### src/hw/rtl/ks_div.sv
// ----------------------------------------------------------------------------
// ks_div
// Iterative restoring divider, one quotient bit per cycle, 64 / 32 bits.
// ----------------------------------------------------------------------------
`timescale 1ns / 1ps

module ks_div
(
    input  logic        clk,
    input  logic        rst_n,
    input  logic        start,
    input  logic [6:0]  n_iter,
    input  logic [63:0] dividend,
    input  logic [31:0] divisor,
    output logic        done,
    output logic [63:0] quotient
);

    logic [63:0] q_reg;
    logic [31:0] rem_reg;
    logic [31:0] dvs_reg;
    logic [6:0]  cnt_reg;
    logic        busy_reg;
    logic        done_reg;
    logic [32:0] rem_sh;
    logic [32:0] diff;
    logic        fits;

    assign rem_sh = {rem_reg, q_reg[63]};
    assign diff   = rem_sh - {1'b0, dvs_reg};
    assign fits   = (rem_sh >= {1'b0, dvs_reg});

    always_ff @(posedge clk or negedge rst_n)
    begin
        if (!rst_n)
        begin
            q_reg    <= '0;
            rem_reg  <= '0;
            dvs_reg  <= '0;
            cnt_reg  <= '0;
            busy_reg <= 1'b0;
            done_reg <= 1'b0;
        end
        else
        begin
            done_reg <= 1'b0;
            if (start)
            begin
                q_reg    <= dividend;
                rem_reg  <= '0;
                dvs_reg  <= divisor;
                cnt_reg  <= n_iter;
                busy_reg <= 1'b1;
            end
            else if (busy_reg)
            begin
                q_reg   <= {q_reg[62:0], fits};
                rem_reg <= fits ? diff[31:0] : rem_sh[31:0];
                cnt_reg <= cnt_reg - 7'd1;
                if (cnt_reg == 7'd1)
                begin
                    busy_reg <= 1'b0;
                    done_reg <= 1'b1;
                end
            end
        end
    end

    assign done     = done_reg;
    assign quotient = q_reg;

endmodule

### config.mk
export PLATFORM = sky130hd
export DESIGN_NAME = ks_div
export DESIGN_NICKNAME = d
export VERILOG_FILES = /design/src/hw/rtl/ks_div.sv
export SDC_FILE = /design/constraint.sdc
export NUM_CORES = 1
export LEC_CHECK = 0
export BUFFER_PORTS_ARGS = -buffer_cell sky130_fd_sc_hd__buf_2
export CELL_PAD_IN_SITES_DETAIL_PLACEMENT = 0
export CELL_PAD_IN_SITES_GLOBAL_PLACEMENT = 1
export CORE_ASPECT_RATIO = 0.6
export CORE_MARGIN = 2
export CORE_UTILIZATION = 42
export DETAILED_ROUTE_END_ITERATION = 8
export PLACE_DENSITY = 0.79
export SLEW_MARGIN = 20
export SYNTH_ARGS = -nofsm -noshare
export SYNTH_HDL_FRONTEND = slang
export SYNTH_SLANG_ARGS = --single-unit
### constraint.sdc
create_clock -name clk -period 3.7 [get_ports clk]
set_input_delay 0.37 -clock clk [delete_from_list [all_inputs] [get_ports clk]]
set_output_delay 0.37 -clock clk [all_outputs]
set_load 0.02 [all_outputs]
==> impl.org, run 1 <==
** Global routing
- GRT overflow :: 0
- The number of global-route vias before repair is 6,286.
- Global Route Usage Sum :: 20.7%
- Largest net degree at the start of global routing :: roughly 140
- Antenna violations before repair :: 0
- Global-route wire length before repair :: 33.5 mm

** Finish
- Once layout is complete, the cells apart from fillers number about 1.3k.
- 0 antenna diodes ended up in the layout.
- After the last flow step, the layout net total stands at 1,156.
- In the layout the commonest cells are sky130_fd_sc_hd__buf_2 (168), sky130_fd_sc_hd__dfrtp_1 (136), sky130_fd_sc_hd__nand2_1 (131).
- The library cell used most frequently in the layout, excluding fill and tap cells, is sky130_fd_sc_hd__buf_2.
- Share of final-layout standard cells stronger than drive strength 1 :: 21.8%
- From synthesis to final layout, the design area changed by 19.8%.
- Number of flip-flops under the largest register name :: between 60 and 70

** Synthesis
- Area of the mapped netlist :: around 8000 um^2
- After Yosys synthesis, and, or, nand and nor cells account for between 10 and 15% of the synthesized area.
- After synthesis, flip-flops and latches occupy 42.8% of the total area.
- Number of enable flip-flop cells after synthesis :: 0
- Synthesis produced a netlist whose cell count is just under 900.
- Synthesized-area fraction occupied by ao, oa, aoi and oai cells :: 19.0%
- Synthesis inferred around 140 register bits.
- During synthesis, Yosys emitted a total of 0 warnings.
- Largest family of logic cells by synthesized area :: compound AO/OA/AOI/OAI gates
- After Yosys synthesis, XOR and XNOR cells account for under 10% of the synthesized area.
- Post-synthesis mux area share :: 11.2%
- Net count after synthesis :: 1,015
- Cell variety after synth :: 55
- Summing the areas of all fa, ha and maj instances in the mapped netlist gives between 5 and 6% of the synthesized area.
- Post-Syn Area per Cell :: about 9.2 um^2
- Dominant register cell in the synthesized netlist :: sky130_fd_sc_hd__dfrtp_1
- In the synthesized netlist the async set-or-reset flop fraction comes to 100%.

** Detailed routing
- Wire length after detailed routing :: 20.4 mm
- Vias after detailed routing :: 6,668
- For this run, design rule violations remaining after detail routing come to 0.
- Met1 wire length :: ~11 mm
- The routed design uses 938 um of met3 wire.
- Before antenna repair, the detailed router went through 5 iterations.
- Dividing the detail-routed via count by the number of cells gives 5.23.
- Once detail routing completed, the nets flagged for antenna violations numbered 0.
- Signal routing reaches up to met4.
- Dividing the detail-routed wire length by the instance count gives 16.0 um.
- Detailed routing placed a total of about 8.0 mm of wire on met2.
- The first routing iteration left 506 violations.

** STA
- Headroom to the max-slew limit :: approximately 44%
- The max-slew violation count was 0.
- The clock period could shrink to 3.42 ns.
- Worst setup skew after layout :: 0.0107 ns
- The number of failing hold endpoints at the final stage came to 0.
- Setup TNS Final :: 0 ns
- Final worst path period share :: 92.5%
- Slew @ Worst Pin :: 0.843 ns
- Final setup vio count :: 0
- Setup repair after global routing left no endpoint under its margin.
- Peak clock frequency supported by timing :: 0.292 GHz

** Worst hold path
- The path class of the tightest hold or removal check is in -> async.

** CTS
- Skew-Pair Late Insertion Delay :: 0.43 ns
- Root buf cell :: sky130_fd_sc_hd__clkbuf_16
- Num CTS Buffers :: 17
- After clock tree synthesis, the clock-pin slew on the worst setup and hold paths is ~0.06 ns.
- Resized Gates After CTS :: 0
- Clk sink count :: 137
- # H-tree levels :: 4
- The longest clock path from root to sink contains 2 buffers.
- Number of buffers added to fix hold violations after cts :: 0
- After clock tree synthesis, the setup repair step added 0 buffers.
- TritonCTS built the clock tree.

** Power and ir drop
- IR Drop Worst-Case VDD :: 0.000474 V
- Total power density per cell area :: 703 nW/um^2
- LEAKAGE :: approximately 5.1 nW

** Critical path
- Required arrival time at the worst endpoint :: 4.02 ns
- WP data arrival :: around 3.8 ns
- The startpoint identified for the worst register-to-register timing path is rem_reg[25]$_DFFE_PN0P_.
- The slowest stage of the critical path is the sky130_fd_sc_hd__or4_1 cell.
- The worst register-to-register path has a setup slack of roughly 0.28 ns.
- The number of buffers and inverters on the critical path is 1.
- On the critical path the largest part of the delay comes from simple AND/OR/NAND/NOR gates.
- Total stage count of the critical path :: 11
- Measured in cells, the most critical reg-to-reg path has a length of 11.
- Critical path start-end classification :: reg -> reg
- STA classifies the critical path startpoint as a flop.
- Maximum fanout along the worst path :: 17
- Endpoint class of the critical path :: flop
- The endpoint identified for the worst register-to-register timing path is rem_reg[23]$_DFFE_PN0P_.
- Critical path cell sequence :: ha_1 -> nand2_4 -> nor2_4 -> or4b_1 -> or4_1 -> o31a_1 -> o211ai_2 -> a31o_4 -> buf_12 -> nand3_1 -> a311oi_1
- Longest individual stage delay on the worst path :: 0.51 ns

** Placed design
- DP HPWL :: roughly 15 mm
- Port Buffers :: 170
- Cells after DPL :: 1,242
- Final weighted congestion of routability-driven global placement :: 0.874

** Floorplan
- 171 I/O pins were placed.
- Row count :: 39
- Measured along the x axis, the die boundary spans 182 um.
- Initial core utilization :: 42.5%
- The region available for standard cell placement spans 18,800 um^2.
- The die covers 20,200 um^2.
- Die boundary height :: approximately 110 um

** Job
- Max-Cap Viols :: 0

** Status
- The run finished with clean final reports.
[metal layers]
layer  vias up  global-route usage (%)
met3        28                    3.71
met4         0                    6.13
li1       3361                       -
met5         -                       0
met1      3111                    33.7
met2       168                    27.1
[worst max path at each step]
stage,from,end,slack [ns]
6_report,rem_reg[25]$_DFFE_PN0P_,rem_reg[23]$_DFFE_PN0P_,0.28
5_1_grt,rem_reg[3]$_DFFE_PN0P_,rem_reg[23]$_DFFE_PN0P_,0.05
2_1_floorplan,rem_reg[3]$_DFFE_PN0P_,rem_reg[0]$_DFFE_PN0P_,0.53
4_1_cts,rem_reg[3]$_DFFE_PN0P_,rem_reg[1]$_DFFE_PN0P_,0.30
3_5_place_dp,rem_reg[26]$_DFFE_PN0P_,rem_reg[23]$_DFFE_PN0P_,0.32
3_3_place_gp,rem_reg[25]$_DFFE_PN0P_,rem_reg[24]$_DFFE_PN0P_,0.43
[cell families after synthesis]
kind of cell               Yosys count
adders and majority gates           35
AOI/OAI and AO/OA                  249
muxes                               89
buffers and inverters              100
xor gates and xnor gates            33
and+or+nand+nor                    231
DFF                                137
[synth_stat cells, types with 2 or more instances]
cell type / count / area [um^2]
sky130_fd_sc_hd__nand2_1: 131 / 492
sky130_fd_sc_hd__o21bai_1: 5 / 37.5
sky130_fd_sc_hd__xor2_1: 11 / 96.3
sky130_fd_sc_hd__buf_4: 2 / 15.0
sky130_fd_sc_hd__nand2b_1: 4 / 25.0
sky130_fd_sc_hd__and3_1: 5 / 31.3
sky130_fd_sc_hd__a311oi_1: 2 / 17.5
sky130_fd_sc_hd__ha_1: 34 / 425
sky130_fd_sc_hd__or4_1: 2 / 15.0
sky130_fd_sc_hd__nor4_1: 3 / 18.8
sky130_fd_sc_hd__xnor2_1: 22 / 193
sky130_fd_sc_hd__nand3_1: 14 / 70.1
sky130_fd_sc_hd__a21boi_0: 2 / 15.0
sky130_fd_sc_hd__mux2i_1: 86 / 861
sky130_fd_sc_hd__nor3_1: 4 / 20.0
sky130_fd_sc_hd__clkbuf_1: 45 / 169
sky130_fd_sc_hd__inv_1: 43 / 161
sky130_fd_sc_hd__buf_12: 2 / 40.0
sky130_fd_sc_hd__o21a_1: 5 / 37.5
sky130_fd_sc_hd__a21oi_1: 31 / 155
sky130_fd_sc_hd__nor2b_1: 2 / 12.5
sky130_fd_sc_hd__dfrtp_1: 137 / 3430
sky130_fd_sc_hd__a31oi_1: 7 / 43.8
sky130_fd_sc_hd__o2111a_1: 2 / 22.5
sky130_fd_sc_hd__buf_1: 5 / 18.8
sky130_fd_sc_hd__nand4_1: 8 / 50.1
sky130_fd_sc_hd__mux2_2: 3 / 33.8
sky130_fd_sc_hd__o21ai_0: 127 / 636
sky130_fd_sc_hd__buf_6: 3 / 33.8
sky130_fd_sc_hd__a41oi_1: 5 / 43.8
sky130_fd_sc_hd__a211oi_1: 24 / 180
sky130_fd_sc_hd__a211oi_2: 2 / 25.0
sky130_fd_sc_hd__o221ai_1: 3 / 26.3
sky130_fd_sc_hd__o31ai_1: 2 / 15.0
sky130_fd_sc_hd__a21o_1: 22 / 165
sky130_fd_sc_hd__nor2_1: 50 / 188
[where the power goes]
group / switching [mW] / internal [mW]
Clock: 0.764 / 0.952
Combinational: 1.74 / 1.30
Sequential: 0.220 / 1.76
[cell type report]
type,count,area [um^2]
fill,1795,9240
multi-input combinational,637,4140
sequential,137,3430
timing repair buffer,179,968
clock buffer,17,425
tap,246,308
inverter,43,161
clock inverter,15,155
[per-stage QoR]
step	hold slack, ns	instance area [um^2]	utilization, %	power [mW]	setup WS, ns
after global routing	0.0915	9590	50.9	7.19	0.0513
after detailed placement	0.520	9010	47.8	5.00	0.318
after CTS	0.0576	9590	50.9	6.75	0.299
final	0.0247	9590	50.9	6.74	0.278
after global placement	0.508	9010	47.8	4.98	0.434
after floorplan	0.0744	8010	-	4.32	0.529
Note: power is estimated with default switching activity, not from simulation.
==> inputs of run 2 (changes only) <==
--- a/config.mk
+++ b/config.mk
@@ -5,7 +5,7 @@
 export SDC_FILE = /design/constraint.sdc
 export NUM_CORES = 1
 export LEC_CHECK = 0
-export BUFFER_PORTS_ARGS = -buffer_cell sky130_fd_sc_hd__buf_2
+export BUFFER_PORTS_ARGS = -buffer_cell sky130_fd_sc_hd__buf_4
 export CELL_PAD_IN_SITES_DETAIL_PLACEMENT = 0
 export CELL_PAD_IN_SITES_GLOBAL_PLACEMENT = 1
 export CORE_ASPECT_RATIO = 0.6
@@ -13,6 +13,7 @@
 export CORE_UTILIZATION = 42
 export DETAILED_ROUTE_END_ITERATION = 8
 export PLACE_DENSITY = 0.79
+export SETUP_SLACK_MARGIN = 0.05
 export SLEW_MARGIN = 20
 export SYNTH_ARGS = -nofsm -noshare
 export SYNTH_HDL_FRONTEND = slang
==> run 2 against run 1 <==
Compared with the run above: worst setup slack better by 0.021 ns; routed wire length grew 1.5%; final cell count rose by 0.16%; flip-flop and latch count did not move; fmax up 0.63%; first-iteration DRC count decreased by 15%; largest cell class unchanged; highest routed layer unchanged.
==> impl.org, run 2 (synthesis results as in run 1) <==
** Finish
- Most frequent standard cell in the layout excluding fill and tap cells :: sky130_fd_sc_hd__buf_4 (was sky130_fd_sc_hd__buf_2)
- The number of flip-flops under the largest register name was 64 (unchanged).
- The share of the core filled with cells in the final layout was 53.5% (was 50.9%).
- Layout area overhead :: 25.8% (was 19.8%)
- The antenna diode count was 0 (unchanged).
- The share of cells above drive strength 1 came to 21.8% (about the same).
- The number of nets in the final layout is 1,158 (was 1,156).
- Fillers :: 1,790 (was 1,795)
- The post-layout instance count excluding filler cells came to 1,276 (was 1,274).
- Commonest non-fill, non-tap cells in the layout: sky130_fd_sc_hd__buf_4 (177), sky130_fd_sc_hd__dfrtp_1 (136), sky130_fd_sc_hd__nand2_1 (131) (was sky130_fd_sc_hd__buf_2 (168), sky130_fd_sc_hd__dfrtp_1 (136), sky130_fd_sc_hd__nand2_1 (131)).

** Global routing
- Global-route wire length before repair :: 34.3 mm (was 33.5 mm)
- The maximum number of pins on one net before global-route repair was 155 (was 143).
- GRT overflow :: 0 (unchanged)
- The initial antenna violation count was 0 (unchanged).
- The total global-route track usage was 21.4% (was 20.7%).
- The number of global-route vias before repair is 6,399 (was 6,286).

** Detailed routing
- First-iteration detailed-routing DRC count :: 431 (was 506)
- The per-cell routed wire length came to 16.3 um (was 16.0 um).
- The count of unresolved DRC violations after routing is 0 (unchanged).
- The per-cell via count in the routed design came to 5.14 (was 5.23).
- Vias after detailed routing :: 6,557 (was 6,668)
- The overall routed net length was 20.7 mm (was 20.4 mm).
- Remaining antenna violation count :: 0 (unchanged)
- Detailed-router iteration count before antenna repair :: 4 (was 5)

** Placed design
- The worst slack after detailed placement came to 0.355 ns (was 0.318 ns).
- The HPWL reported at the end of detailed placement was 15.0 mm (was 14.5 mm).
- Cells after DPL :: 1,244 (was 1,242)
- The total of buffers placed on input and output ports was 170 (unchanged).
- Final weighted congestion of routability-driven global placement :: 0.874 (about the same)

** Status
- Outcome: completed (unchanged).

** Worst hold path
- The class of the worst hold path is in -> async (unchanged).

** CTS
- Postcts setup bufs :: 0 (unchanged)
- # H-tree levels :: 4 (unchanged)
- The clock tree from TritonCTS was built (unchanged).
- Num CTS Buffers :: 17 (unchanged)
- The clock-pin slew on the worst setup and hold paths is 0.06 ns (about the same).
- The total clock sinks is 137 (unchanged).
- Number of buffers added to fix hold violations after cts :: 0 (unchanged)
- Skew-Pair Late Insertion Delay :: 0.43 ns (about the same)
- Resized Gates After CTS :: 0 (unchanged)
- The largest buffer count on any clock path is 2 (unchanged).
- Root buf cell :: sky130_fd_sc_hd__clkbuf_16 (unchanged)

** Floorplan
- The die outline area was 20,200 um^2 (unchanged).
- The standard cell core area is 18,800 um^2 (unchanged).
- Die boundary height :: 111 um (unchanged)
- Initial core utilization :: 42.5% (unchanged)
- Die Span X :: 182 um (unchanged)
- Row count :: 39 (unchanged)
- IO Pins :: 171 (unchanged)

** Critical path
- WP data arrival :: 3.68 ns (was 3.75 ns)
- Critical path start-end classification :: reg -> reg (unchanged)
- The peak fanout along the critical path was 10 (was 17).
- Required arrival time at the worst endpoint :: 3.98 ns (was 4.02 ns)
- Type of origin of the critical path :: flop (unchanged)
- Endpoint class of the critical path :: flop (unchanged)

** STA
- The final worst slack is 0.299 ns (was 0.278 ns).
- Final setup vio count :: 0 (unchanged)
- The time the worst path needs with I/O delays and setup was 3.40 ns (was 3.42 ns).
- Slew @ Worst Pin :: 0.890 ns (was 0.843 ns)
- The maximum frequency from static timing analysis came to 0.294 GHz (was 0.292 GHz).
- Setup repair after global routing missed its margin: no (unchanged).
- The worst slew margin relative to its limit came to 40.7% (was 43.8%).
- Number of hold violations in the final report :: 0 (unchanged)
- The final critical-path share of the clock period was 91.9% (was 92.5%).
- The sum of negative setup slack was 0 ns (unchanged).
- The max-slew violation count was 0 (unchanged).
- The worst-case clock skew is 0.00718 ns (was 0.0107 ns).

** Power and ir drop
- IR Drop Worst-Case VDD :: 0.000360 V (was 0.000474 V)
- LEAKAGE :: 5.29 nW (was 5.12 nW)
- The ratio of total power to cell area is 693 nW/um^2 (was 703 nW/um^2).
- The overall power consumption was 6.98 mW (was 6.74 mW).

** Job
- Max-Cap Viols :: 0 (unchanged)
[run 2: critical path: stages, from the launching register on]
cell	delay, ns
sky130_fd_sc_hd__dfrtp_1	0.40
sky130_fd_sc_hd__ha_1	0.50
sky130_fd_sc_hd__nand2_4	0.09
sky130_fd_sc_hd__nor2_4	0.14
sky130_fd_sc_hd__or4b_1	0.45
sky130_fd_sc_hd__or4_1	0.49
sky130_fd_sc_hd__o31a_1	0.32
sky130_fd_sc_hd__o211ai_2	0.09
sky130_fd_sc_hd__a31o_4	0.18
sky130_fd_sc_hd__buf_4	0.25
sky130_fd_sc_hd__mux2i_1	0.24
sky130_fd_sc_hd__a211oi_1	0.10
[run 2: where the power goes]
group	internal, mW	switching, mW
sequential	1.76	0.223
combinational	1.38	1.74
clock	1.21	0.670
[run 2: area by class of cell]
cell class / count / area [um^2] / share of cell area (%)
Clock inverter: 13 / 199 / 1.97
Timing Repair Buffer: 181 / 1390 / 13.8
Clock buffer: 19 / 443 / 4.40
Tap cell: 246 / 308 / 3.05
Multi-Input combinational cell: 637 / 4140 / 41.1
Sequential cell: 137 / 3430 / 34.1
Inverter: 43 / 161 / 1.60
[run 2: metrics by stage]
stage	hold WS [ns]	cell area [um^2]
after CTS	0.0566	10100
after global placement	0.510	9440
after floorplan	0.0744	8010
after detailed placement	0.524	9440
after global routing	0.0657	10100
final	0.0200	10100
[run 2: final timing paths]
kind                                    startpoint                       end  slack, ns  depth (start not counted)
max                        rem_reg[26]$_DFFE_PN0P_    rem_reg[6]$_DFFE_PN0P_       0.30                         11
min                                          rst_n  quotient[30]$_DFFE_PN0P_       0.02                          1
max reg2reg                rem_reg[26]$_DFFE_PN0P_    rem_reg[6]$_DFFE_PN0P_       0.30                         11
min reg2reg                dvs_reg[23]$_DFFE_PN0P_   dvs_reg[23]$_DFFE_PN0P_       0.53                          2
max in group asynchronous                    rst_n   rem_reg[12]$_DFFE_PN0P_       2.75                          2
min in group clk                      dividend[11]  quotient[11]$_DFFE_PN0P_       0.14                          3
[run 2: layer usage]
metal  vias to the layer above  wire, um  share of wire (%)  global-route usage [%]
met5                         -         0                  0                       0
met4                         0       234                1.1                    6.18
met1                      3041     11400                 55                    34.7
met2                       138      8200                 40                    27.8
li1                       3363         -                  -                       -
met3                        15       964                4.6                    4.70
